## src/rtl/avss_pkg.sv

```systemverilog
package avss_pkg;

    // Field widths
    localparam int RISK_W   = 16;
    localparam int WARN_W   = 2;
    localparam int DT_W     = 20;
    localparam int DTC_W    = 17;   // clamped step time, 1000..100000
    localparam int STREAK_W = 5;
    localparam int CLEAR_W  = 4;
    localparam int SPEED_W  = 21;
    localparam int YAW_W    = 27;
    localparam int BRAKE_W  = 20;
    localparam int SLEW_W   = 29;   // signed working width of the slew limiter

    // Register map, index taken from paddr[3:2]
    localparam logic [1:0] REG_CENTRE_THR = 2'd0;
    localparam logic [1:0] REG_SIDE_THR   = 2'd1;
    localparam logic [1:0] REG_CONFIRM    = 2'd2;

    localparam logic [RISK_W-1:0]   CENTRE_THR_RST = 16'd5898;
    localparam logic [RISK_W-1:0]   SIDE_THR_RST   = 16'd21299;
    localparam logic [STREAK_W-1:0] CONFIRM_RST    = 5'd3;

    // Warning codes
    localparam logic [WARN_W-1:0] WARN_RED = 2'd2;

    // Streak and clear-frame counter limits
    localparam logic [STREAK_W-1:0]       STREAK_MAX    = 5'd30;
    localparam logic signed [CLEAR_W-1:0] CLEAR_HOLD    = 4'sd5;
    localparam logic signed [CLEAR_W-1:0] CLEAR_RESTART = -4'sd7;

    // Targets in micro units
    localparam logic [SPEED_W-1:0] SPEED_CRUISE   = 21'd2000000;
    localparam logic [SPEED_W-1:0] SPEED_TURN     = 21'd1350000;
    localparam logic [SPEED_W-1:0] SPEED_TURN_RED = 21'd650000;
    localparam logic [SPEED_W-1:0] SPEED_HOLD     = 21'd1000000;
    localparam logic [SPEED_W-1:0] SPEED_STOP     = 21'd0;
    localparam logic [BRAKE_W-1:0] BRAKE_FULL     = 20'd1000000;
    localparam logic [BRAKE_W-1:0] BRAKE_NONE     = 20'd0;
    localparam logic signed [YAW_W-1:0] YAW_TURN     = 27'sd45000000;
    localparam logic signed [YAW_W-1:0] YAW_TURN_RED = 27'sd60000000;

    // Step time clamp and slew rates per microsecond
    localparam logic [DT_W-1:0] DT_MIN_US  = 20'd1000;
    localparam logic [DT_W-1:0] DT_MAX_US  = 20'd100000;
    localparam int              SPEED_SLEW = 3;
    localparam int              YAW_SLEW   = 180;
    localparam int              BRAKE_SLEW = 4;

    // Turn direction, positive toward image left
    typedef enum logic [1:0] {
        TURN_NONE  = 2'b00,
        TURN_LEFT  = 2'b01,
        TURN_RIGHT = 2'b11
    } t_turn;

    // Per-word decision handed from the planner to the slew limiter and state
    typedef struct packed {
        logic [STREAK_W-1:0]       streak;
        logic signed [CLEAR_W-1:0] clear;
        t_turn                     turn;
        logic [SPEED_W-1:0]        speed_tgt;
        logic signed [YAW_W-1:0]   yaw_tgt;
        logic [BRAKE_W-1:0]        brake_tgt;
    } t_plan;

endpackage

```

## src/rtl/avss_decide.sv

```systemverilog
module avss_decide (
    input  logic [avss_pkg::RISK_W-1:0]         i_risk_left,
    input  logic [avss_pkg::RISK_W-1:0]         i_risk_centre,
    input  logic [avss_pkg::RISK_W-1:0]         i_risk_right,
    input  logic [avss_pkg::WARN_W-1:0]         i_warning_level,
    input  logic [avss_pkg::RISK_W-1:0]         i_centre_thr,
    input  logic [avss_pkg::RISK_W-1:0]         i_side_thr,
    input  logic [avss_pkg::STREAK_W-1:0]       i_confirm,
    input  logic [avss_pkg::STREAK_W-1:0]       i_streak,
    input  logic signed [avss_pkg::CLEAR_W-1:0] i_clear,
    input  avss_pkg::t_turn                     i_turn,
    output avss_pkg::t_plan                     o_plan
);

    logic                                centre_act;
    logic                                blocked;
    logic                                red;
    logic                                stop;
    logic [avss_pkg::STREAK_W-1:0]       streak_n;
    logic signed [avss_pkg::CLEAR_W-1:0] clear_n;
    avss_pkg::t_turn                     want_turn;
    avss_pkg::t_turn                     turn_n;
    logic [avss_pkg::SPEED_W-1:0]        speed_tgt;
    logic [avss_pkg::BRAKE_W-1:0]        brake_tgt;
    logic signed [avss_pkg::YAW_W-1:0]   yaw_mag;
    logic signed [avss_pkg::YAW_W-1:0]   yaw_tgt;

    // Saturating centre streak, 0..30
    assign centre_act = i_risk_centre > i_centre_thr;
    always_comb begin
        streak_n = i_streak;
        if (centre_act) begin
            if (i_streak < avss_pkg::STREAK_MAX) streak_n = i_streak + 5'd1;
        end else if (i_streak != '0) begin
            streak_n = i_streak - 5'd1;
        end
    end

    assign blocked = streak_n >= i_confirm;
    assign red     = i_warning_level == avss_pkg::WARN_RED;
    assign stop    = (i_risk_left > i_side_thr) && (i_risk_right > i_side_thr);

    // Maneuver choice
    always_comb begin
        clear_n   = i_clear;
        want_turn = avss_pkg::TURN_NONE;
        speed_tgt = avss_pkg::SPEED_CRUISE;
        brake_tgt = avss_pkg::BRAKE_NONE;
        if (blocked) begin
            clear_n = avss_pkg::CLEAR_RESTART;
            if (stop) begin
                speed_tgt = avss_pkg::SPEED_STOP;
                brake_tgt = avss_pkg::BRAKE_FULL;
            end else begin
                // ties turn right
                want_turn = (i_risk_left < i_risk_right) ? avss_pkg::TURN_LEFT
                                                         : avss_pkg::TURN_RIGHT;
                speed_tgt = red ? avss_pkg::SPEED_TURN_RED : avss_pkg::SPEED_TURN;
            end
        end else begin
            if (i_clear < avss_pkg::CLEAR_HOLD) clear_n = i_clear + 4'sd1;
            if (clear_n < avss_pkg::CLEAR_HOLD) begin
                want_turn = i_turn;
                if (i_turn != avss_pkg::TURN_NONE) speed_tgt = avss_pkg::SPEED_HOLD;
            end
        end
    end

    // Turn memory: keep until the clear hold runs out
    always_comb begin
        turn_n = i_turn;
        if (want_turn != avss_pkg::TURN_NONE)     turn_n = want_turn;
        else if (clear_n >= avss_pkg::CLEAR_HOLD) turn_n = avss_pkg::TURN_NONE;
    end

    // Yaw target from the stored turn
    assign yaw_mag = (blocked && red) ? avss_pkg::YAW_TURN_RED : avss_pkg::YAW_TURN;
    always_comb begin
        unique case (turn_n)
            avss_pkg::TURN_LEFT:  yaw_tgt = yaw_mag;
            avss_pkg::TURN_RIGHT: yaw_tgt = -yaw_mag;
            default:              yaw_tgt = '0;
        endcase
    end

    always_comb begin
        o_plan.streak    = streak_n;
        o_plan.clear     = clear_n;
        o_plan.turn      = turn_n;
        o_plan.speed_tgt = speed_tgt;
        o_plan.yaw_tgt   = yaw_tgt;
        o_plan.brake_tgt = brake_tgt;
    end

endmodule

```

## src/rtl/avss_slew.sv

```systemverilog
module avss_slew (
    input  logic [avss_pkg::DT_W-1:0]           i_step_time_us,
    input  avss_pkg::t_plan                     i_plan,
    input  logic [avss_pkg::SPEED_W-1:0]        i_speed_now,
    input  logic signed [avss_pkg::YAW_W-1:0]   i_yaw_now,
    input  logic [avss_pkg::BRAKE_W-1:0]        i_brake_now,
    output logic [avss_pkg::SPEED_W-1:0]        o_speed,
    output logic signed [avss_pkg::YAW_W-1:0]   o_yaw,
    output logic [avss_pkg::BRAKE_W-1:0]        o_brake
);

    localparam int SW = avss_pkg::SLEW_W;

    logic [avss_pkg::DT_W-1:0]  dt_clamp;
    logic [avss_pkg::DTC_W-1:0] dtc;
    logic [18:0]                step_speed;
    logic [24:0]                step_yaw;
    logic [18:0]                step_brake;
    logic signed [SW-1:0]       speed_sum;
    logic signed [SW-1:0]       yaw_sum;
    logic signed [SW-1:0]       brake_sum;

    // Move now toward target by at most step
    function automatic logic signed [SW-1:0] slew_to(
        input logic signed [SW-1:0] now,
        input logic signed [SW-1:0] tgt,
        input logic signed [SW-1:0] stp
    );
        logic signed [SW-1:0] d;
        d = tgt - now;
        if (d > stp)       d = stp;
        else if (d < -stp) d = -stp;
        return now + d;
    endfunction

    // Clamp step time to 1 ms .. 100 ms
    always_comb begin
        dt_clamp = i_step_time_us;
        if (i_step_time_us < avss_pkg::DT_MIN_US)      dt_clamp = avss_pkg::DT_MIN_US;
        else if (i_step_time_us > avss_pkg::DT_MAX_US) dt_clamp = avss_pkg::DT_MAX_US;
    end
    assign dtc = dt_clamp[avss_pkg::DTC_W-1:0];

    // Per-step limits, constant multiplies
    assign step_speed = 19'(dtc) * 19'(avss_pkg::SPEED_SLEW);
    assign step_yaw   = 25'(dtc) * 25'(avss_pkg::YAW_SLEW);
    assign step_brake = 19'(dtc) * 19'(avss_pkg::BRAKE_SLEW);

    assign speed_sum = slew_to($signed(SW'(i_speed_now)),
                               $signed(SW'(i_plan.speed_tgt)),
                               $signed(SW'(step_speed)));
    assign yaw_sum   = slew_to(SW'(i_yaw_now),
                               SW'(i_plan.yaw_tgt),
                               $signed(SW'(step_yaw)));
    assign brake_sum = slew_to($signed(SW'(i_brake_now)),
                               $signed(SW'(i_plan.brake_tgt)),
                               $signed(SW'(step_brake)));

    assign o_speed = speed_sum[avss_pkg::SPEED_W-1:0];
    assign o_yaw   = yaw_sum[avss_pkg::YAW_W-1:0];
    assign o_brake = brake_sum[avss_pkg::BRAKE_W-1:0];

endmodule

```

## src/rtl/avoidance_steering_slew.sv

```systemverilog
// Channel  | Dir | Handshake          | Contents
// s_axis   | in  | tvalid / tready    | risks, warning level, step time (72-bit tdata)
// m_axis   | out | tvalid / tready    | speed, yaw rate, brake commands (72-bit tdata)
// apb      | in  | psel/penable/pready| thresholds and confirm count, 0x0 / 0x4 / 0x8
//
// One word per cycle sustained while the output is not stalled; a word taken
// into the input register passes through the decision and slew logic, a
// single stage, into the result register.
// The steering state updates on the same edge the result register loads.
// Synchronous reset clears the state and restores the register defaults.
// A stalled output keeps its word; the input register still takes a new
// word in that cycle only if it is empty.
module avoidance_steering_slew (
    input  logic        i_clk,
    input  logic        i_rst_n,
    // input stream
    input  logic        i_s_axis_tvalid,
    output logic        o_s_axis_tready,
    // [15:0] risk_left, [31:16] risk_centre, [47:32] risk_right,
    // [49:48] warning_level, [69:50] step_time_us, [71:70] zero
    input  logic [71:0] i_s_axis_tdata,
    // output stream
    output logic        o_m_axis_tvalid,
    input  logic        i_m_axis_tready,
    // [20:0] speed_um_s, [47:21] yaw_rate_udeg_s, [67:48] brake_micro, [71:68] zero
    output logic [71:0] o_m_axis_tdata,
    // configuration
    input  logic        i_psel,
    input  logic        i_penable,
    input  logic        i_pwrite,
    input  logic [3:0]  i_paddr,
    input  logic [31:0] i_pwdata,
    output logic [31:0] o_prdata,
    output logic        o_pready
);

    // Configuration registers
    logic [avss_pkg::RISK_W-1:0]   r_centre_thr;
    logic [avss_pkg::RISK_W-1:0]   r_side_thr;
    logic [avss_pkg::STREAK_W-1:0] r_confirm;
    logic                          cfg_wr;

    // Input register
    logic                          r_in_valid;
    logic [69:0]                   r_in_data;
    logic                          move;

    // Steering state
    logic [avss_pkg::STREAK_W-1:0]       r_streak;
    logic signed [avss_pkg::CLEAR_W-1:0] r_clear;
    avss_pkg::t_turn                     r_turn;
    logic [avss_pkg::SPEED_W-1:0]        r_speed;
    logic signed [avss_pkg::YAW_W-1:0]   r_yaw;
    logic [avss_pkg::BRAKE_W-1:0]        r_brake;

    // Result register
    logic                                r_out_valid;
    logic [67:0]                         r_out_data;

    avss_pkg::t_plan                     plan;
    logic [avss_pkg::SPEED_W-1:0]        n_speed;
    logic signed [avss_pkg::YAW_W-1:0]   n_yaw;
    logic [avss_pkg::BRAKE_W-1:0]        n_brake;

    // APB register file
    assign o_pready = 1'b1;
    assign cfg_wr   = i_psel && i_penable && i_pwrite;

    always_ff @(posedge i_clk) begin
        if (!i_rst_n) begin
            r_centre_thr <= avss_pkg::CENTRE_THR_RST;
            r_side_thr   <= avss_pkg::SIDE_THR_RST;
            r_confirm    <= avss_pkg::CONFIRM_RST;
        end else if (cfg_wr) begin
            unique case (i_paddr[3:2])
                avss_pkg::REG_CENTRE_THR: r_centre_thr <= i_pwdata[avss_pkg::RISK_W-1:0];
                avss_pkg::REG_SIDE_THR:   r_side_thr   <= i_pwdata[avss_pkg::RISK_W-1:0];
                avss_pkg::REG_CONFIRM:    r_confirm    <= i_pwdata[avss_pkg::STREAK_W-1:0];
                default: ;
            endcase
        end
    end

    always_comb begin
        unique case (i_paddr[3:2])
            avss_pkg::REG_CENTRE_THR: o_prdata = 32'(r_centre_thr);
            avss_pkg::REG_SIDE_THR:   o_prdata = 32'(r_side_thr);
            avss_pkg::REG_CONFIRM:    o_prdata = 32'(r_confirm);
            default:                  o_prdata = '0;
        endcase
    end

    // Stage handshake
    assign move            = r_in_valid && (!r_out_valid || i_m_axis_tready);
    assign o_s_axis_tready = !r_in_valid || move;

    always_ff @(posedge i_clk) begin
        if (!i_rst_n) begin
            r_in_valid <= 1'b0;
        end else if (o_s_axis_tready) begin
            r_in_valid <= i_s_axis_tvalid;
        end
    end

    always_ff @(posedge i_clk) begin
        if (o_s_axis_tready && i_s_axis_tvalid) begin
            r_in_data <= i_s_axis_tdata[69:0];
        end
    end

    // Decision and slew logic
    avss_decide u_decide (
        .i_risk_left     (r_in_data[15:0]),
        .i_risk_centre   (r_in_data[31:16]),
        .i_risk_right    (r_in_data[47:32]),
        .i_warning_level (r_in_data[49:48]),
        .i_centre_thr    (r_centre_thr),
        .i_side_thr      (r_side_thr),
        .i_confirm       (r_confirm),
        .i_streak        (r_streak),
        .i_clear         (r_clear),
        .i_turn          (r_turn),
        .o_plan          (plan)
    );

    avss_slew u_slew (
        .i_step_time_us (r_in_data[69:50]),
        .i_plan         (plan),
        .i_speed_now    (r_speed),
        .i_yaw_now      (r_yaw),
        .i_brake_now    (r_brake),
        .o_speed        (n_speed),
        .o_yaw          (n_yaw),
        .o_brake        (n_brake)
    );

    // State update, one per word
    always_ff @(posedge i_clk) begin
        if (!i_rst_n) begin
            r_streak <= '0;
            r_clear  <= '0;
            r_turn   <= avss_pkg::TURN_NONE;
            r_speed  <= '0;
            r_yaw    <= '0;
            r_brake  <= '0;
        end else if (move) begin
            r_streak <= plan.streak;
            r_clear  <= plan.clear;
            r_turn   <= plan.turn;
            r_speed  <= n_speed;
            r_yaw    <= n_yaw;
            r_brake  <= n_brake;
        end
    end

    // Result register
    always_ff @(posedge i_clk) begin
        if (!i_rst_n) begin
            r_out_valid <= 1'b0;
        end else if (move) begin
            r_out_valid <= 1'b1;
        end else if (i_m_axis_tready) begin
            r_out_valid <= 1'b0;
        end
    end

    always_ff @(posedge i_clk) begin
        if (move) begin
            r_out_data <= {n_brake, n_yaw, n_speed};
        end
    end

    assign o_m_axis_tvalid = r_out_valid;
    assign o_m_axis_tdata  = {4'b0000, r_out_data};

    // Checks
    a_streak_range: assert property (@(posedge i_clk) disable iff (!i_rst_n)
        r_streak <= avss_pkg::STREAK_MAX)
        else $error("centre streak above saturation");

    a_clear_range: assert property (@(posedge i_clk) disable iff (!i_rst_n)
        (r_clear >= avss_pkg::CLEAR_RESTART) && (r_clear <= avss_pkg::CLEAR_HOLD))
        else $error("clear counter out of range");

    a_cmd_range: assert property (@(posedge i_clk) disable iff (!i_rst_n)
        (r_speed <= avss_pkg::SPEED_CRUISE) && (r_brake <= avss_pkg::BRAKE_FULL))
        else $error("speed or brake state beyond its target range");

    a_stall_keeps_word: assert property (@(posedge i_clk) disable iff (!i_rst_n)
        (r_in_valid && !move) |=> (r_in_valid && $stable(r_in_data)))
        else $error("input word lost while result stage stalled");

    a_state_tracks_out: assert property (@(posedge i_clk) disable iff (!i_rst_n)
        move |=> (r_out_data == {r_brake, r_yaw, r_speed}))
        else $error("result word differs from updated state");

endmodule

```

## config.mk

```make
export PLATFORM = sky130hd
export DESIGN_NAME = avoidance_steering_slew
export DESIGN_NICKNAME = d
export VERILOG_FILES = /design/src/rtl/avss_pkg.sv /design/src/rtl/avss_decide.sv /design/src/rtl/avss_slew.sv /design/src/rtl/avoidance_steering_slew.sv
export SDC_FILE = /design/constraint.sdc
export NUM_CORES = 1
export LEC_CHECK = 0
export BUFFER_PORTS_ARGS = -buffer_cell sky130_fd_sc_hd__buf_2
export CAP_MARGIN = 30
export CORE_UTILIZATION = 29
export DETAILED_ROUTE_END_ITERATION = 10
export SYNTH_ARGS = -nofsm -noshare
export SYNTH_HDL_FRONTEND = slang
export SYNTH_HIERARCHICAL = 1
export SYNTH_SLANG_ARGS = --single-unit
```

## constraint.sdc

```tcl
create_clock -name i_clk -period 10.9 [get_ports i_clk]
set_input_delay 0.545 -clock i_clk [delete_from_list [all_inputs] [get_ports i_clk]]
set_output_delay 0.545 -clock i_clk [all_outputs]
set_load 0.05 [all_outputs]
```

After elaboration in Yosys (flattened, before gate mapping)
Cells that the tools add are included.
{"block": "op_classes", "multipliers": 2, "mux": 32, "n_eq_ne": 5, "add_sub_neg": 13, "order_cmp": 17, "reduce_logical": 18}
{"op": "21-bit 2-to-1 mux", "n": 7}
{"op": "20-bit 2-to-1 mux", "n": 4}
{"op": "19-bit negator with 29-bit output", "n": 2}
{"op": "27-bit 2-to-1 mux", "n": 2}
{"op": "27-bit case mux with 2 select lines", "n": 1}
{"op": "16-bit greater-than comparator", "n": 3}
{"op": "16-bit case mux with 3 select lines", "n": 1}
{"op": "17-bit 2-to-1 mux", "n": 2}
{"op": "21-bit by 29-bit < comparator with 1-bit output", "n": 1}
{"op": "22-bit by 29-bit < comparator with 1-bit output", "n": 1}
{"op": "28-bit by 29-bit < comparator with 1-bit output", "n": 1}
{"op": "25-bit negator with 29-bit output", "n": 1}
{"op": "28-bit by 26-bit greater-than comparator with 1-bit output", "n": 1}
{"op": "27-bit by 27-bit subtractor with 28-bit output", "n": 1}
{"op": "27-bit adder", "n": 1}
{"op": "27-bit negator", "n": 1}
{"op": "25-bit 2-to-1 mux", "n": 1}
{"op": "17-bit by 6-bit multiplier with 23-bit output, second input constant", "n": 1}
{"op": "22-bit by 20-bit greater-than comparator with 1-bit output", "n": 1}
{"op": "21-bit by 21-bit subtractor with 22-bit output", "n": 1}
{"op": "21-bit adder", "n": 1}
{"op": "21-bit by 20-bit greater-than comparator with 1-bit output", "n": 1}
{"op": "20-bit by 20-bit subtractor with 21-bit output", "n": 1}
{"op": "20-bit adder", "n": 1}
{"op": "other kinds (24)", "n": 49}
{"block": "word_totals", "wordCells": 100, "reg_bits": 256, "input_bits": 115}

Longest topological paths before layout
Gate-level depths: netlist of run 1.
{"block": "logic_depth", "word_depth": 17, "ltp_mapped": 55}

Cells and area by module
The synthesis of run 1 kept the hierarchy.
{"mod": "avss_slew", "seq_area_each_um2": 0.0, "n_inst": 1, "area_each_um2": 15623.7, "cells_each": 2181}
{"mod": "avoidance_steering_slew", "seq_area_each_um2": 6506.2, "n_inst": 1, "area_each_um2": 9053.7, "cells_each": 722}
{"mod": "avss_decide", "seq_area_each_um2": 0.0, "n_inst": 1, "area_each_um2": 2727.6, "cells_each": 366}

Worst setup path after synthesis of run 1
Ideal clock, no wire load.
{"block": "synth_timing", "kind": "register to register", "from": "register r_in_data[64]", "to": "register r_yaw[24] (netlist bit)", "required_time_ns": 10.830, "synth_period_minus_slack_ns": 10.811, "arrival_ns": 10.740, "path_stages_with_launch": 48, "path_slack_ns": 0.089, "cell_sequence": "edfxtp_1 > or4_4 > a41oi_1 > nor2_1 > nor3_1 > nand2_1 > inv_1 > ha_1 > ha_1 > ha_1 > xor2_1 > ha_1 > fa_1 > nor4_1 > nand2_1 > or4_1 > clkbuf_1 > nor3_1 > (+12 left out) > and2_1 > nor2b_1 > ha_1 > inv_1 > fa_1 > nor2b_1 > o31a_1 > o31ai_1 > nor2_1 > o21a_1 > or4b_1 > a21oi_1 > o21ai_1 > a41oi_1 > nor2b_1 > xnor2_1 > nand3_1 > a21oi_1"}
{"block": "synth_via", "elab_chain_cells": 9, "elab_cells_between_ends": 11, "classes_between": "2 x add/sub; 1 x mul; 4 x order compare; 4 x mux"}
{"element": "from (decl)", "line": "avoidance_steering_slew.sv:45", "rtl": "logic [69:0] r_in_data;"}
{"element": "from (signal assigned)", "line": "avoidance_steering_slew.sv:107", "rtl": "r_in_data <= i_s_axis_tdata[69:0];"}
{"element": "20-bit by 17-bit greater-than comparator with 1-bit output", "line": "avss_slew.sv:40", "rtl": "else if (i_step_time_us > avss_pkg::DT_MAX_US) dt_clamp = avss_pkg::DT_MAX_US;"}
{"element": "17-bit 2-to-1 mux", "line": "avss_slew.sv:40"}
{"element": "17-bit 2-to-1 mux *", "line": "avss_slew.sv:39", "rtl": "if (i_step_time_us < avss_pkg::DT_MIN_US) dt_clamp = avss_pkg::DT_MIN_US;"}
{"element": "17-bit by 6-bit multiplier with 23-bit output *", "line": "avss_slew.sv:46", "rtl": "assign step_yaw = 25'(dtc) * 25'(avss_pkg::YAW_SLEW);"}
{"element": "25-bit negator with 29-bit output", "line": "avss_slew.sv:32", "rtl": "else if (d < -stp) d = -stp;"}
{"element": "28-bit by 29-bit < comparator with 1-bit output", "line": "avss_slew.sv:32"}
{"element": "27-bit 2-to-1 mux", "line": "avss_slew.sv:32"}
{"element": "27-bit 2-to-1 mux *", "line": "avss_slew.sv:31", "rtl": "if (d > stp) d = stp;"}
{"element": "27-bit adder *", "line": "avss_slew.sv:33", "rtl": "return now + d;"}
{"element": "via n_yaw (one bit)", "line": "avoidance_steering_slew.sv:62", "rtl": "logic signed [avss_pkg::YAW_W-1:0] n_yaw;"}
{"element": "to (signal assigned)", "line": "avoidance_steering_slew.sv:151", "rtl": "r_yaw <= n_yaw;"}
{"element": "to (decl)", "line": "avoidance_steering_slew.sv:53", "rtl": "logic signed [avss_pkg::YAW_W-1:0] r_yaw;"}
Mark *: on every way through the listed nets, which the timed path passes. The rest lies on a longest branch.
A chain may end at the register's enable or synchronous reset.

==> metrics.md, run 1 <==
| Metric | Value |
|---|---|
| Count of filler cells inserted in the layout | approximately 10000 |
| Flip-flop and latch count after synthesis | about 260 |
| Data arrival time of the critical path | 11.07 ns |
| Routability Congestion | between 0.9 and 1 |
| Slew at the pin with the worst max-slew slack | about 1.1 ns |
| Post-Place Worst Slack | -0.292 ns |
| Unrepaired setup endpoints after global routing | true |
| Startpoint type of the worst setup path | flip-flop |
| Number of DRC violations after detailed-routing iteration 0 | around 1400 |
| Register-to-Register Setup Slack | between 0.3 and 0.4 ns |
| Via density | roughly 5.0 |
| Routed wire length per instance | roughly 16 um |
| Count of placed standard cells including taps | 4822 |
| Largest net degree at the start of global routing | 83 |
| Via total after detailed routing | 24500 |
| Maximum clock skew at final layout | 0.0428 ns |
| Area fraction of the dominant cell type after synthesis | 19.7% |
| Primary FF master, synth | sky130_fd_sc_hd__edfxtp_1 |
| Met3 track utilization from global routing | about 2% |
| Master of the slowest instance on the critical path | sky130_fd_sc_hd__or4b_4 |
| Sequential-to-total area share from yosys stat | a little under a quarter |
| Setup slack of the critical path after layout | 0.349 ns |
| Cell count after synthesis | 3269 |
| Ports | 222 |
| Most frequent CP cell | sky130_fd_sc_hd__buf_4 |
| Critical Path Sink Type | flip-flop |
| Initial standard-cell utilization of the core | between 20% and 30% |
| Number of global-route vias before repair | 23400 |
| Longest Clk Path Bufs | 3 |
| Global-route wire length before repair | 126000 um |
| Die height | 309 um |
| Data required, critical path | about 11 ns |
| Post-layout min period | 10.55 ns |
| Worst slew margin relative to its limit | 27.3% |
| Final Routed Wirelength | around 81000 um |
| Worst hold-check path type | input pin to flip-flop |
| Remaining global-route overflow | 0 |
| Met1 capacity usage during global routing | between 20% and 30% |
| Clock sink count | 256 |
| Maximum fanout encountered on the critical timing path | 7 |
| Mapped Avg Cell Area | 8.38 um2 |
| Footprint of the flip-flops and latches | around 6500 um2 |
| Detailed Routing Iterations Pass 1 | 6 |
| Footprint of the multi-input gates | 19800 um2 |
| Non-Filler Instances | between 4000 and 5000 |
| Hold violation total from the final report | 0 |
| TNS Setup | 0 ns |
| Max Slew Vio Count | 0 |
| Met2 Resource Use GR | 27.5% |
| H-Tree Depth | 1 |
| Unique cell type count in the Yosys netlist | 121 |
| Area of the mapped netlist | ~27000 um2 |
| CTS hold repair buffers | 0 |
| Rows | 112 |
| Drc violations | 0 |
| Cell taking the most area after synthesis | sky130_fd_sc_hd__ha_1 |
| Post-layout power | 0.0114 W |
| Core outline area | slightly above 90000 um2 |
| Run status | finished clean |
| Half-perimeter wire length after detailed placement | 64200 um |
| Synthesis Warnings | 6 |
| Clock buffers created by TritonCTS | 30 |
| Number of port buffers | 180 |
| Count of nets after finishing | 4194 |
| Worst Hold Margin | 0.0887 ns |
| Clock tree from TritonCTS | built |
| Max-cap violations | 0 |
| Global Route Usage Sum | ~16% |
| Number of enable-type register cells in the synthesized netlist | 138 |
| Clock-pin slew reported for the worst setup and hold paths after clock tree synthesis | around 0.070 ns |
| Post-synth top cells | sky130_fd_sc_hd__ha_1, sky130_fd_sc_hd__a21oi_1, sky130_fd_sc_hd__inv_1 |
| Source-to-sink clock delay at the later pin of the worst-skew pair | 0.63 ns |
| Final worst path period share | 96.8% |
| # setup viols final | 0 |
| Fmax | about 95 MHz |
| Antenna violations before repair | 3 |
| Area growth from synthesis to final layout | 20.4% |
| Critical setup path kind | flip-flop to flip-flop |
| Peak supply drop | 0.177 mV |
| Overall die area | 95700 um2 |
| Most Used Layer, Global Route | met2 |
| Number of antenna-violating nets in the routed design | 0 |
| PwrDens | 346 nW/um2 |
| Proportion of synthesized flip-flops having asynchronous set or reset | 0% |
| Largest cells by area after synthesis | sky130_fd_sc_hd__ha_1, sky130_fd_sc_hd__edfxtp_1, sky130_fd_sc_hd__dfxtp_1 |
| Static Leak | between 10 and 15 nW |
| Cell with the most instances after synthesis | sky130_fd_sc_hd__ha_1 |
| Fraction of final layout cells with drive strength greater than 1 | 19.1% |
| Buffer type at the clock tree root | sky130_fd_sc_hd__clkbuf_16 |
| Worst path max stage delay | 0.56 ns |
| Horizontal extent of the die | 309 um |
metal layers:
layer / vias up / share of wire (%)
li1: 12400 / -
met1: 11500 / 47
met2: 479 / 46
met3: 87 / 4.1
met4: 0 / 2.2
met5: - / 0
power breakdown:
group | internal, W | switching (W)
clock network | 0.000655 | 0.000446
registers | 0.00146 | 0.000126
logic | 0.00359 | 0.00516
total | 0.00570 | 0.00573
state kept, by name, summed over array words and instances (netlist names):
name	cells
r_in_data	70
r_streak	5
r_out_data	68
r_turn	2
r_centre_thr	16
r_brake	20
r_speed	21
r_yaw	27
r_clear	4
r_side_thr	16
o_m_axis_tvalid	1
r_in_valid	1
r_confirm	5
cell usage in the layout, fill, tap and decap left out, drive strengths merged, types with 13 or more instances in the layout:
cell / instances
xnor2: 153
edfxtp: 138
and2: 28
o21bai: 26
o21ai: 252
nand2b: 36
nand3: 141
a2111oi: 16
a31oi: 14
ha: 432
buf: 447
and3: 24
or3: 19
nor3: 55
fa: 24
o211ai: 20
o22ai: 13
a21oi: 302
or2: 17
conb: 44
nand2: 219
nor2b: 37
a22oi: 27
a211oi: 30
nor2: 217
inv: 282
a21o: 80
mux2i: 71
dfxtp: 118
o21a: 40
xor2: 52
nand4: 52
clkbuf: 37
o31ai: 14
stage by stage:
stage | util, % | area, um2
finish | 35.3 | 33000
global route | 35.3 | 33000
CTS | 34.4 | 32200
detailed placement | 33.2 | 31000
global placement | 33.2 | 31000
floorplan | - | 27600
critical path, delay by kind of cell (launching register included):
kind	cells	cell delay, ns
AOI/OAI and AO/OA	24	4.83
and+or+nand+nor	14	2.44
adders and majority gates	5	1.41
buffers and inverters	6	0.90
DFF	1	0.41
xor gates and xnor gates	2	0.28
muxes	1	0.13
layout make-up:
| cell class | instances | area share, % |
|---|---|---|
| antenna | 3 | 0.0227 |
| clock buffer | 37 | 2.48 |
| clock inverter | 19 | 0.792 |
| inverter | 283 | 3.25 |
| multi-input combinational | 2604 | 60.0 |
| sequential | 256 | 19.7 |
| tap | 1254 | 4.75 |
| timing repair buffer | 447 | 8.97 |
| timing repair inverter | 1 | 0.0227 |
cell families (layout without fill, tap and decap cells):
logic type | after synthesis | count (layout) | synth area share (%)
buffers and inverters | 450 | 787 | 7.34
xor gates and xnor gates | 205 | 205 | 6.74
muxes | 75 | 75 | 2.81
other | 3 | 47 | 0.0411
DFF | 256 | 256 | 23.7
adders and majority gates | 456 | 456 | 21.5
and+or+nand+nor | 891 | 891 | 16.3
AOI/OAI and AO/OA | 933 | 933 | 21.5
timing repair:
action                     4_1_cts  5_1_grt
gates cloned                     0        1
setup endpoints to repair        9       47
hold endpoints to repair         0        0
pin swaps                        0       65
buffers inserted                 0       23
gates resized for setup         11      149
path summary, 6_finish.rpt:
check	end	depth (start not counted)	from
max	r_yaw[26]$_SDFFE_PN0P_	52	r_in_data[17]$_DFFE_PP_
min	r_in_data[13]$_DFFE_PP_	1	i_s_axis_tdata[13]
max reg2reg	r_yaw[26]$_SDFFE_PN0P_	52	r_in_data[17]$_DFFE_PP_
min reg2reg	r_centre_thr[7]$_SDFFE_PN0P_	2	r_centre_thr[7]$_SDFFE_PN0P_
Power figures use the tool's default switching activity.
==> run 2: changes to the inputs <==
CTS_BUF_LIST = sky130_fd_sc_hd__clkbuf_8   (was unset)
==> metrics.md, run 2 (synthesized netlist as in run 1, its figures left out) <==
| Metric | Value |
|---|---|
| Via total after detailed routing | 24700 (+1.1%) |
| Drc violations | 0 (unchanged) |
| Fmax | 95.1 MHz (+0.38%) |
| Count of filler cells inserted in the layout | 9735 (-0.010%) |
| Antenna violations before repair | 5 (+2) |
| Run status | finished clean |
| Slew at the pin with the worst max-slew slack | 1.10 ns (+0.0268 ns) |
| Global-route wire length before repair | 127000 um (+0.89%) |
| Number of DRC violations after detailed-routing iteration 0 | 1367 (-4.6%) |
| Fraction of final layout cells with drive strength greater than 1 | 19.5% (+0.38 points) |
| Remaining global-route overflow | 0 (unchanged) |
| Maximum fanout encountered on the critical timing path | 7 (unchanged) |
| Setup slack of the critical path after layout | 0.389 ns (+0.0402 ns) |
| Critical setup path kind | flip-flop to flip-flop |
| Core outline area | 93500 um2 (unchanged) |
| Static Leak | 14.8 nW (+0.88%) |
| TNS Setup | 0 ns (unchanged) |
| Overall die area | 95700 um2 (unchanged) |
| Max FFs per register | 70 (unchanged) |
| Number of global-route vias before repair | 23800 (+1.6%) |
| Rows | 112 (unchanged) |
| Top register by number of flip-flops | r_in_data |
| Final worst path period share | 96.4% (-0.37 points) |
| Hold violation total from the final report | 0 (unchanged) |
| Clock buffers created by TritonCTS | 47 (+57%) |
| Maximum clock skew at final layout | 0.0506 ns (+0.00783 ns) |
| Buffer type at the clock tree root | sky130_fd_sc_hd__clkbuf_8 |
| Number of antenna-violating nets in the routed design | 0 (unchanged) |
| Most frequent cells in the layout | sky130_fd_sc_hd__ha_1, sky130_fd_sc_hd__a21oi_1, sky130_fd_sc_hd__inv_1, sky130_fd_sc_hd__buf_4, sky130_fd_sc_hd__o21ai_0 |
| Worst hold-check path type | input pin to flip-flop |
| Source-to-sink clock delay at the later pin of the worst-skew pair | 0.68 ns (+0.05 ns) |
| Clock-pin slew reported for the worst setup and hold paths after clock tree synthesis | 0.06 ns (about the same) |
| Most frequent CP cell | sky130_fd_sc_hd__ha_1 |
| Number of port buffers | 180 (unchanged) |
| Routability Congestion | 0.907 (unchanged) |
| Clock sink count | 256 (unchanged) |
| Detailed Routing Iterations Pass 1 | 5 (-1) |
| Area growth from synthesis to final layout | 21.2% |
| Peak supply drop | 0.175 mV (-1.1%) |
| Routed wire length per instance | 16.4 um (-0.22%) |
| Half-perimeter wire length after detailed placement | 64200 um (unchanged) |
| Commonest non-fill, non-tap cell in the layout | sky130_fd_sc_hd__ha_1 |
| Clock tree from TritonCTS | built |
| Global Route Usage Sum | 16.7% (+0.22 points) |
| Critical Path Sink Type | flip-flop |
| Initial standard-cell utilization of the core | 29.3% (unchanged) |
| # setup viols final | 0 (unchanged) |
| Final Routed Wirelength | 81600 um (+1.1%) |
| Register-to-Register Setup Slack | 0.39 ns (+0.04 ns) |
| Largest registers | r_in_data: 70 flops, r_out_data: 68 flops, r_yaw: 27 flops |
| Master of the slowest instance on the critical path | sky130_fd_sc_hd__or4b_4 |
| Die height | 309 um (unchanged) |
| Max-cap violations | 0 (unchanged) |
| Worst path max stage delay | 0.56 ns (about the same) |
| Startpoint type of the worst setup path | flip-flop |
| Worst slew margin relative to its limit | 25.5% (-1.8 points) |
| Ports | 222 (unchanged) |
| Post-Place Worst Slack | -0.292 ns (unchanged) |
| Data arrival time of the critical path | 11.12 ns (+0.05 ns) |
| Via density | 4.98 (-0.22%) |
| Data required, critical path | 11.50 ns (+0.08 ns) |
| Max Slew Vio Count | 0 (unchanged) |
| Count of nets after finishing | 4243 (+1.2%) |
| Final core area utilization | 35.5% (+0.22 points) |
| PwrDens | 340 nW/um2 (-1.8%) |
| Longest Clk Path Bufs | 3 (unchanged) |
| Largest net degree at the start of global routing | 83 (unchanged) |
| H-Tree Depth | 2 (+1) |
| Horizontal extent of the die | 309 um (unchanged) |
| Post-layout min period | 10.51 ns (-0.0402 ns) |
[run 2: area by class of cell]
type / count / area, um2 / area share, %
Inverter: 283 / 1070 / 3.22
Tap cell: 1254 / 1570 / 4.72
Timing Repair Buffer: 479 / 3290 / 9.89
Multi-Input combinational cell: 2604 / 19800 / 59.5
Timing Repair inverter: 1 / 7.51 / 0.0226
Antenna cell: 5 / 12.5 / 0.0377
Clock inverter: 30 / 196 / 0.591
Clock buffer: 57 / 785 / 2.36
Sequential cell: 256 / 6510 / 19.6
[run 2: worst paths after layout]
check | depth (start not counted) | endpoint | start
worst max-delay path | 52 | r_yaw[26]$_SDFFE_PN0P_ | r_centre_thr[1]$_SDFFE_PN1P_
worst min-delay path | 1 | r_in_data[44]$_DFFE_PP_ | i_s_axis_tdata[44]
worst max register to register | 52 | r_yaw[26]$_SDFFE_PN0P_ | r_centre_thr[1]$_SDFFE_PN1P_
worst min register to register | 2 | r_centre_thr[7]$_SDFFE_PN0P_ | r_centre_thr[7]$_SDFFE_PN0P_
[run 2: worst max-delay path, delay by kind of cell (launching register included)]
family                   cells  cell delay [ns]
AO/OA/AOI/OAI               23             4.65
multiplexers                 1             0.36
XOR/XNOR                     2             0.29
adder cells (fa/ha/maj)      5             1.51
flip-flops                   1             0.36
AND/OR/NAND/NOR             14             2.32
buffers and inverters        7             0.93
[run 2: power breakdown]
| group | total, W | switching (W) | internal (W) |
|---|---|---|---|
| combinational | 0.00874 | 0.00515 | 0.00359 |
| clock | 0.000978 | 0.000471 | 0.000507 |
| sequential | 0.00158 | 0.000126 | 0.00146 |
[run 2: metal layers]
layer	global-route usage [%]	part of all wire [%]	routed length (um)	vias to the layer above
met5	0	0	0	-
met4	4.72	2.2	1800	0
met3	2.26	4.5	3650	105
met2	27.7	47	38000	510
met1	22.4	47	38100	11600
li1	-	-	-	12500
[run 2: timing repair]
action                                 4_1_cts  5_1_grt
cloned                                       0        1
pin swaps                                    0       63
setup endpoints to repair                    8       50
buffers inserted                             0       22
hold buffers                                34        0
endpoints found under the hold margin       34        0
gates resized for setup                      8      154
[run 2: per-stage QoR]
stage | hold slack, ns | cell area [um2] | std cells | total power (W)
after floorplan | 0.447 | 27600 | 3310 | 0.00737
after global placement | 0.456 | 31000 | 4821 | 0.00985
after detailed placement | 0.469 | 31000 | 4822 | 0.00992
after CTS | 0.000284 | 32400 | 4943 | 0.0110
after global routing | 0.0141 | 33200 | 4968 | 0.0123
final | 0.0565 | 33200 | 4969 | 0.0113
==> run 3: changes to the inputs <==
ABC_AREA = 1   (was unset)
==> metrics.md, run 3 <==
| Metric | Value |
|---|---|
| Run status | finished clean |
| Clock buffers created by TritonCTS | 46 (-2.1%) |
| Critical setup path kind | flip-flop to flip-flop |
| Detailed Routing Iterations Pass 1 | 6 (+1) |
| H-Tree Depth | 2 (unchanged) |
| Met2 Resource Use GR | 27.7% (about the same) |
| Number of enable-type register cells in the synthesized netlist | 138 (unchanged) |
| Maximum clock skew at final layout | 0.0370 ns (-0.0136 ns) |
| Rows | 115 (+2.7%) |
| Fraction of final layout cells with drive strength greater than 1 | 9.74% (-9.7 points) |
| Ports | 222 (unchanged) |
| Overall die area | 101000 um2 (+5.1%) |
| Initial standard-cell utilization of the core | 29.3% (-0.049 points) |
| Count of nets after finishing | 4848 (+14%) |
| Worst slew margin relative to its limit | 37.5% (+12 points) |
| CTS hold repair buffers | 0 (-100%) |
| Min-Delay Endpoint | r_in_data[47]$_DFFE_PP_ |
| Most Used Layer, Global Route | met2 |
| Number of port buffers | 180 (unchanged) |
| Final worst path period share | 92.7% (-3.7 points) |
| Longest Clk Path Bufs | 3 (unchanged) |
| Largest net degree at the start of global routing | 93 (+12%) |
| Core outline area | 98400 um2 (+5.3%) |
| Final Routed Wirelength | 83700 um (+2.6%) |
| Slew at the pin with the worst max-slew slack | 0.937 ns (-0.162 ns) |
| Area growth from synthesis to final layout | 10.6% |
| Horizontal extent of the die | 317 um (+2.5%) |
| Drc violations | 0 (unchanged) |
| Clock sink count | 256 (unchanged) |
| Routed wire length per instance | 14.9 um (-9.1%) |
| Cell depth of the worst min-delay path | 1 (unchanged) |
| Mapped Avg Cell Area | 7.01 um2 (-16%) |
| Largest registers | r_in_data: 70 flops, r_out_data: 68 flops, r_yaw: 27 flops |
| Flip-flop and latch count after synthesis | 256 (unchanged) |
| Hold violation total from the final report | 0 (unchanged) |
| Master of the slowest instance on the critical path | sky130_fd_sc_hd__ha_1 |
| Register-to-Register Setup Slack | 0.79 ns (+0.40 ns) |
| Proportion of synthesized flip-flops having asynchronous set or reset | 0% (unchanged) |
| Data arrival time of the critical path | 10.63 ns (-0.49 ns) |
| Number of DRC violations after detailed-routing iteration 0 | 1529 (+12%) |
| Die height | 317 um (+2.5%) |
| Crit path launch | r_in_data[25]$_DFFE_PP_ |
| Worst hold-check path type | input pin to flip-flop |
| Post-layout min period | 10.11 ns (-0.402 ns) |
| Unrepaired setup endpoints after global routing | false |
| Maximum fanout encountered on the critical timing path | 10 (+3) |
| Top register by number of flip-flops | r_in_data |
| Count of buffering cells on the critical path with inverters included | 7 (unchanged) |
| Unique cell type count in the Yosys netlist | 66 (-45%) |
| Number of antenna-violating nets in the routed design | 0 (unchanged) |
| Number of global-route vias before repair | 25100 (+5.5%) |
| Critical Path Sink Type | flip-flop |
| Post-synth top cells | sky130_fd_sc_hd__nand2_1, sky130_fd_sc_hd__inv_1, sky130_fd_sc_hd__nor2_1 |
| TNS Setup | 0 ns (unchanged) |
| Global-route wire length before repair | 132000 um (+4.0%) |
| Worst Hold Margin | 0.0745 ns (+0.0180 ns) |
| Post-Place Worst Slack | 0.956 ns (+1.25 ns) |
| Commonest non-fill, non-tap cell in the layout | sky130_fd_sc_hd__nand2_1 |
| Start point of the worst hold path | i_s_axis_tdata[47] |
| Area of the mapped netlist | 28800 um2 (+5.1%) |
| Largest delay contributor family on the critical path | simple AND/OR/NAND/NOR gates |
| Cell with the most instances after synthesis | sky130_fd_sc_hd__nand2_1 |
| Buffer type at the clock tree root | sky130_fd_sc_hd__clkbuf_8 |
| Via total after detailed routing | 26500 (+7.1%) |
| Synthesis Warnings | 6 (unchanged) |
| Clock-pin slew reported for the worst setup and hold paths after clock tree synthesis | 0.07 ns (about the same) |
| Data required, critical path | 11.42 ns (-0.08 ns) |
| # setup viols final | 0 (unchanged) |
| Global Route Usage Sum | 16.4% (-0.26 points) |
| Primary FF master, synth | sky130_fd_sc_hd__edfxtp_1 |
| Routability Congestion | 0.908 (+0.11%) |
| Clock tree from TritonCTS | built |
| Worst flop-to-flop path endpoint | r_yaw[22]$_SDFFE_PN0P_ |
| Largest cells by area after synthesis | sky130_fd_sc_hd__ha_1, sky130_fd_sc_hd__edfxtp_1, sky130_fd_sc_hd__nand2_1 |
| Setup slack of the critical path after layout | 0.792 ns (+0.402 ns) |
| Worst reg2reg startpoint | r_in_data[25]$_DFFE_PP_ |
| Max-cap violations | 0 (unchanged) |
| Via density | 4.72 (-5.1%) |
| Remaining global-route overflow | 0 (unchanged) |
| Worst R2R Path Depth | 58 (+12%) |
| Met1 capacity usage during global routing | 22.1% (-0.33 points) |
| Count of filler cells inserted in the layout | 10700 (+10%) |
| Antenna violations before repair | 9 (+4) |
| Half-perimeter wire length after detailed placement | 69300 um (+8.0%) |
| Worst path max stage delay | 0.44 ns (-0.12 ns) |
| Max FFs per register | 70 (unchanged) |
| Area fraction of the dominant cell type after synthesis | 18.8% (-0.96 points) |
| Cell count after synthesis | 4111 (+26%) |
| Startpoint type of the worst setup path | flip-flop |
| Max Slew Vio Count | 0 (unchanged) |
| Met3 track utilization from global routing | 1.87% (-0.40 points) |
| Most frequent CP cell | sky130_fd_sc_hd__nand2_1 |
| Fmax | 98.9 MHz (+4.0%) |
| Most frequent cells in the layout | sky130_fd_sc_hd__nand2_1, sky130_fd_sc_hd__inv_1, sky130_fd_sc_hd__nor2_1, sky130_fd_sc_hd__ha_1, sky130_fd_sc_hd__a21oi_1 |
| Cell taking the most area after synthesis | sky130_fd_sc_hd__ha_1 |
| Source-to-sink clock delay at the later pin of the worst-skew pair | 0.65 ns (-0.03 ns) |
| Sequential-to-total area share from yosys stat | 22.6% (-1.2 points) |
## run 3: cell types whose count changed after synthesis, sizes merged, moves of 60 or more
cell / previous run / this run
nor2: 217 / 508
mux2i: 71 / 0
xor2: 52 / 123
nand2: 219 / 938
nand3: 141 / 259
xnor2: 153 / 54
inv: 283 / 576
a21o: 80 / 20
## run 3: per-layer routing
layer,up-vias,wire (um)
li1,13800,-
met1,12100,39700
met2,483,39000
met3,85,3360
met4,4,1600
met5,-,27
## run 3: kinds of logic (layout without fill, tap and decap cells)
| logic type | count (synthesis) | in the layout | share of synthesized area [%] |
|---|---|---|---|
| adder cells (fa/ha/maj) | 456 | 456 | 20.4 |
| AO/OA/AOI/OAI | 650 | 650 | 12.6 |
| XOR/XNOR | 177 | 177 | 5.65 |
| buffers and inverters | 705 | 866 | 10.6 |
| AND/OR/NAND/NOR | 1864 | 1864 | 28.1 |
| other | 3 | 52 | 0.0391 |
| flip-flops | 256 | 256 | 22.6 |
## run 3: per-stage QoR
| stage | std cells | cell area [um2] | util [%] |
|---|---|---|---|
| floorplan | 4152 | 29000 | - |
| global placement | 5514 | 30800 | 31.3 |
| detailed placement | 5514 | 30800 | 31.3 |
| CTS | 5598 | 31800 | 32.3 |
| global route | 5607 | 31900 | 32.4 |
| finish | 5608 | 31900 | 32.4 |
## run 3: final cells by class
cell class / instances / area, um2 / share of cell area [%]
Antenna cell: 8 / 20.0 / 0.0628
Clock buffer: 54 / 743 / 2.33
Clock inverter: 30 / 272 / 0.852
Inverter: 579 / 2180 / 6.85
Multi-Input combinational cell: 3191 / 19400 / 61.0
Sequential cell: 256 / 6510 / 20.4
Tap cell: 1287 / 1610 / 5.06
Timing Repair Buffer: 203 / 1100 / 3.46
## run 3: worst max path at each step
stage                               endpoint  slack [ns]  cells after the start
floorplan             r_yaw[22]$_SDFFE_PN0P_        2.74                     52
global route          r_yaw[22]$_SDFFE_PN0P_        0.03                     61
finish                r_yaw[22]$_SDFFE_PN0P_        0.79                     58
detailed placement    r_yaw[22]$_SDFFE_PN0P_        0.96                     59
global placement    r_speed[18]$_SDFFE_PN0P_        1.04                     60
CTS                   r_yaw[22]$_SDFFE_PN0P_        0.92                     58
## run 3: what timing repair did
| item | in CTS | in global routing |
|---|---|---|
| gates resized for setup | 0 | 2 |
| setup endpoints to repair | 0 | 3 |
| setup buffers | 0 | 0 |
Power of run 3 is left out: the tool's default activity adds up to more than one toggle a clock period on the data nets, which glitch-free logic cannot reach.
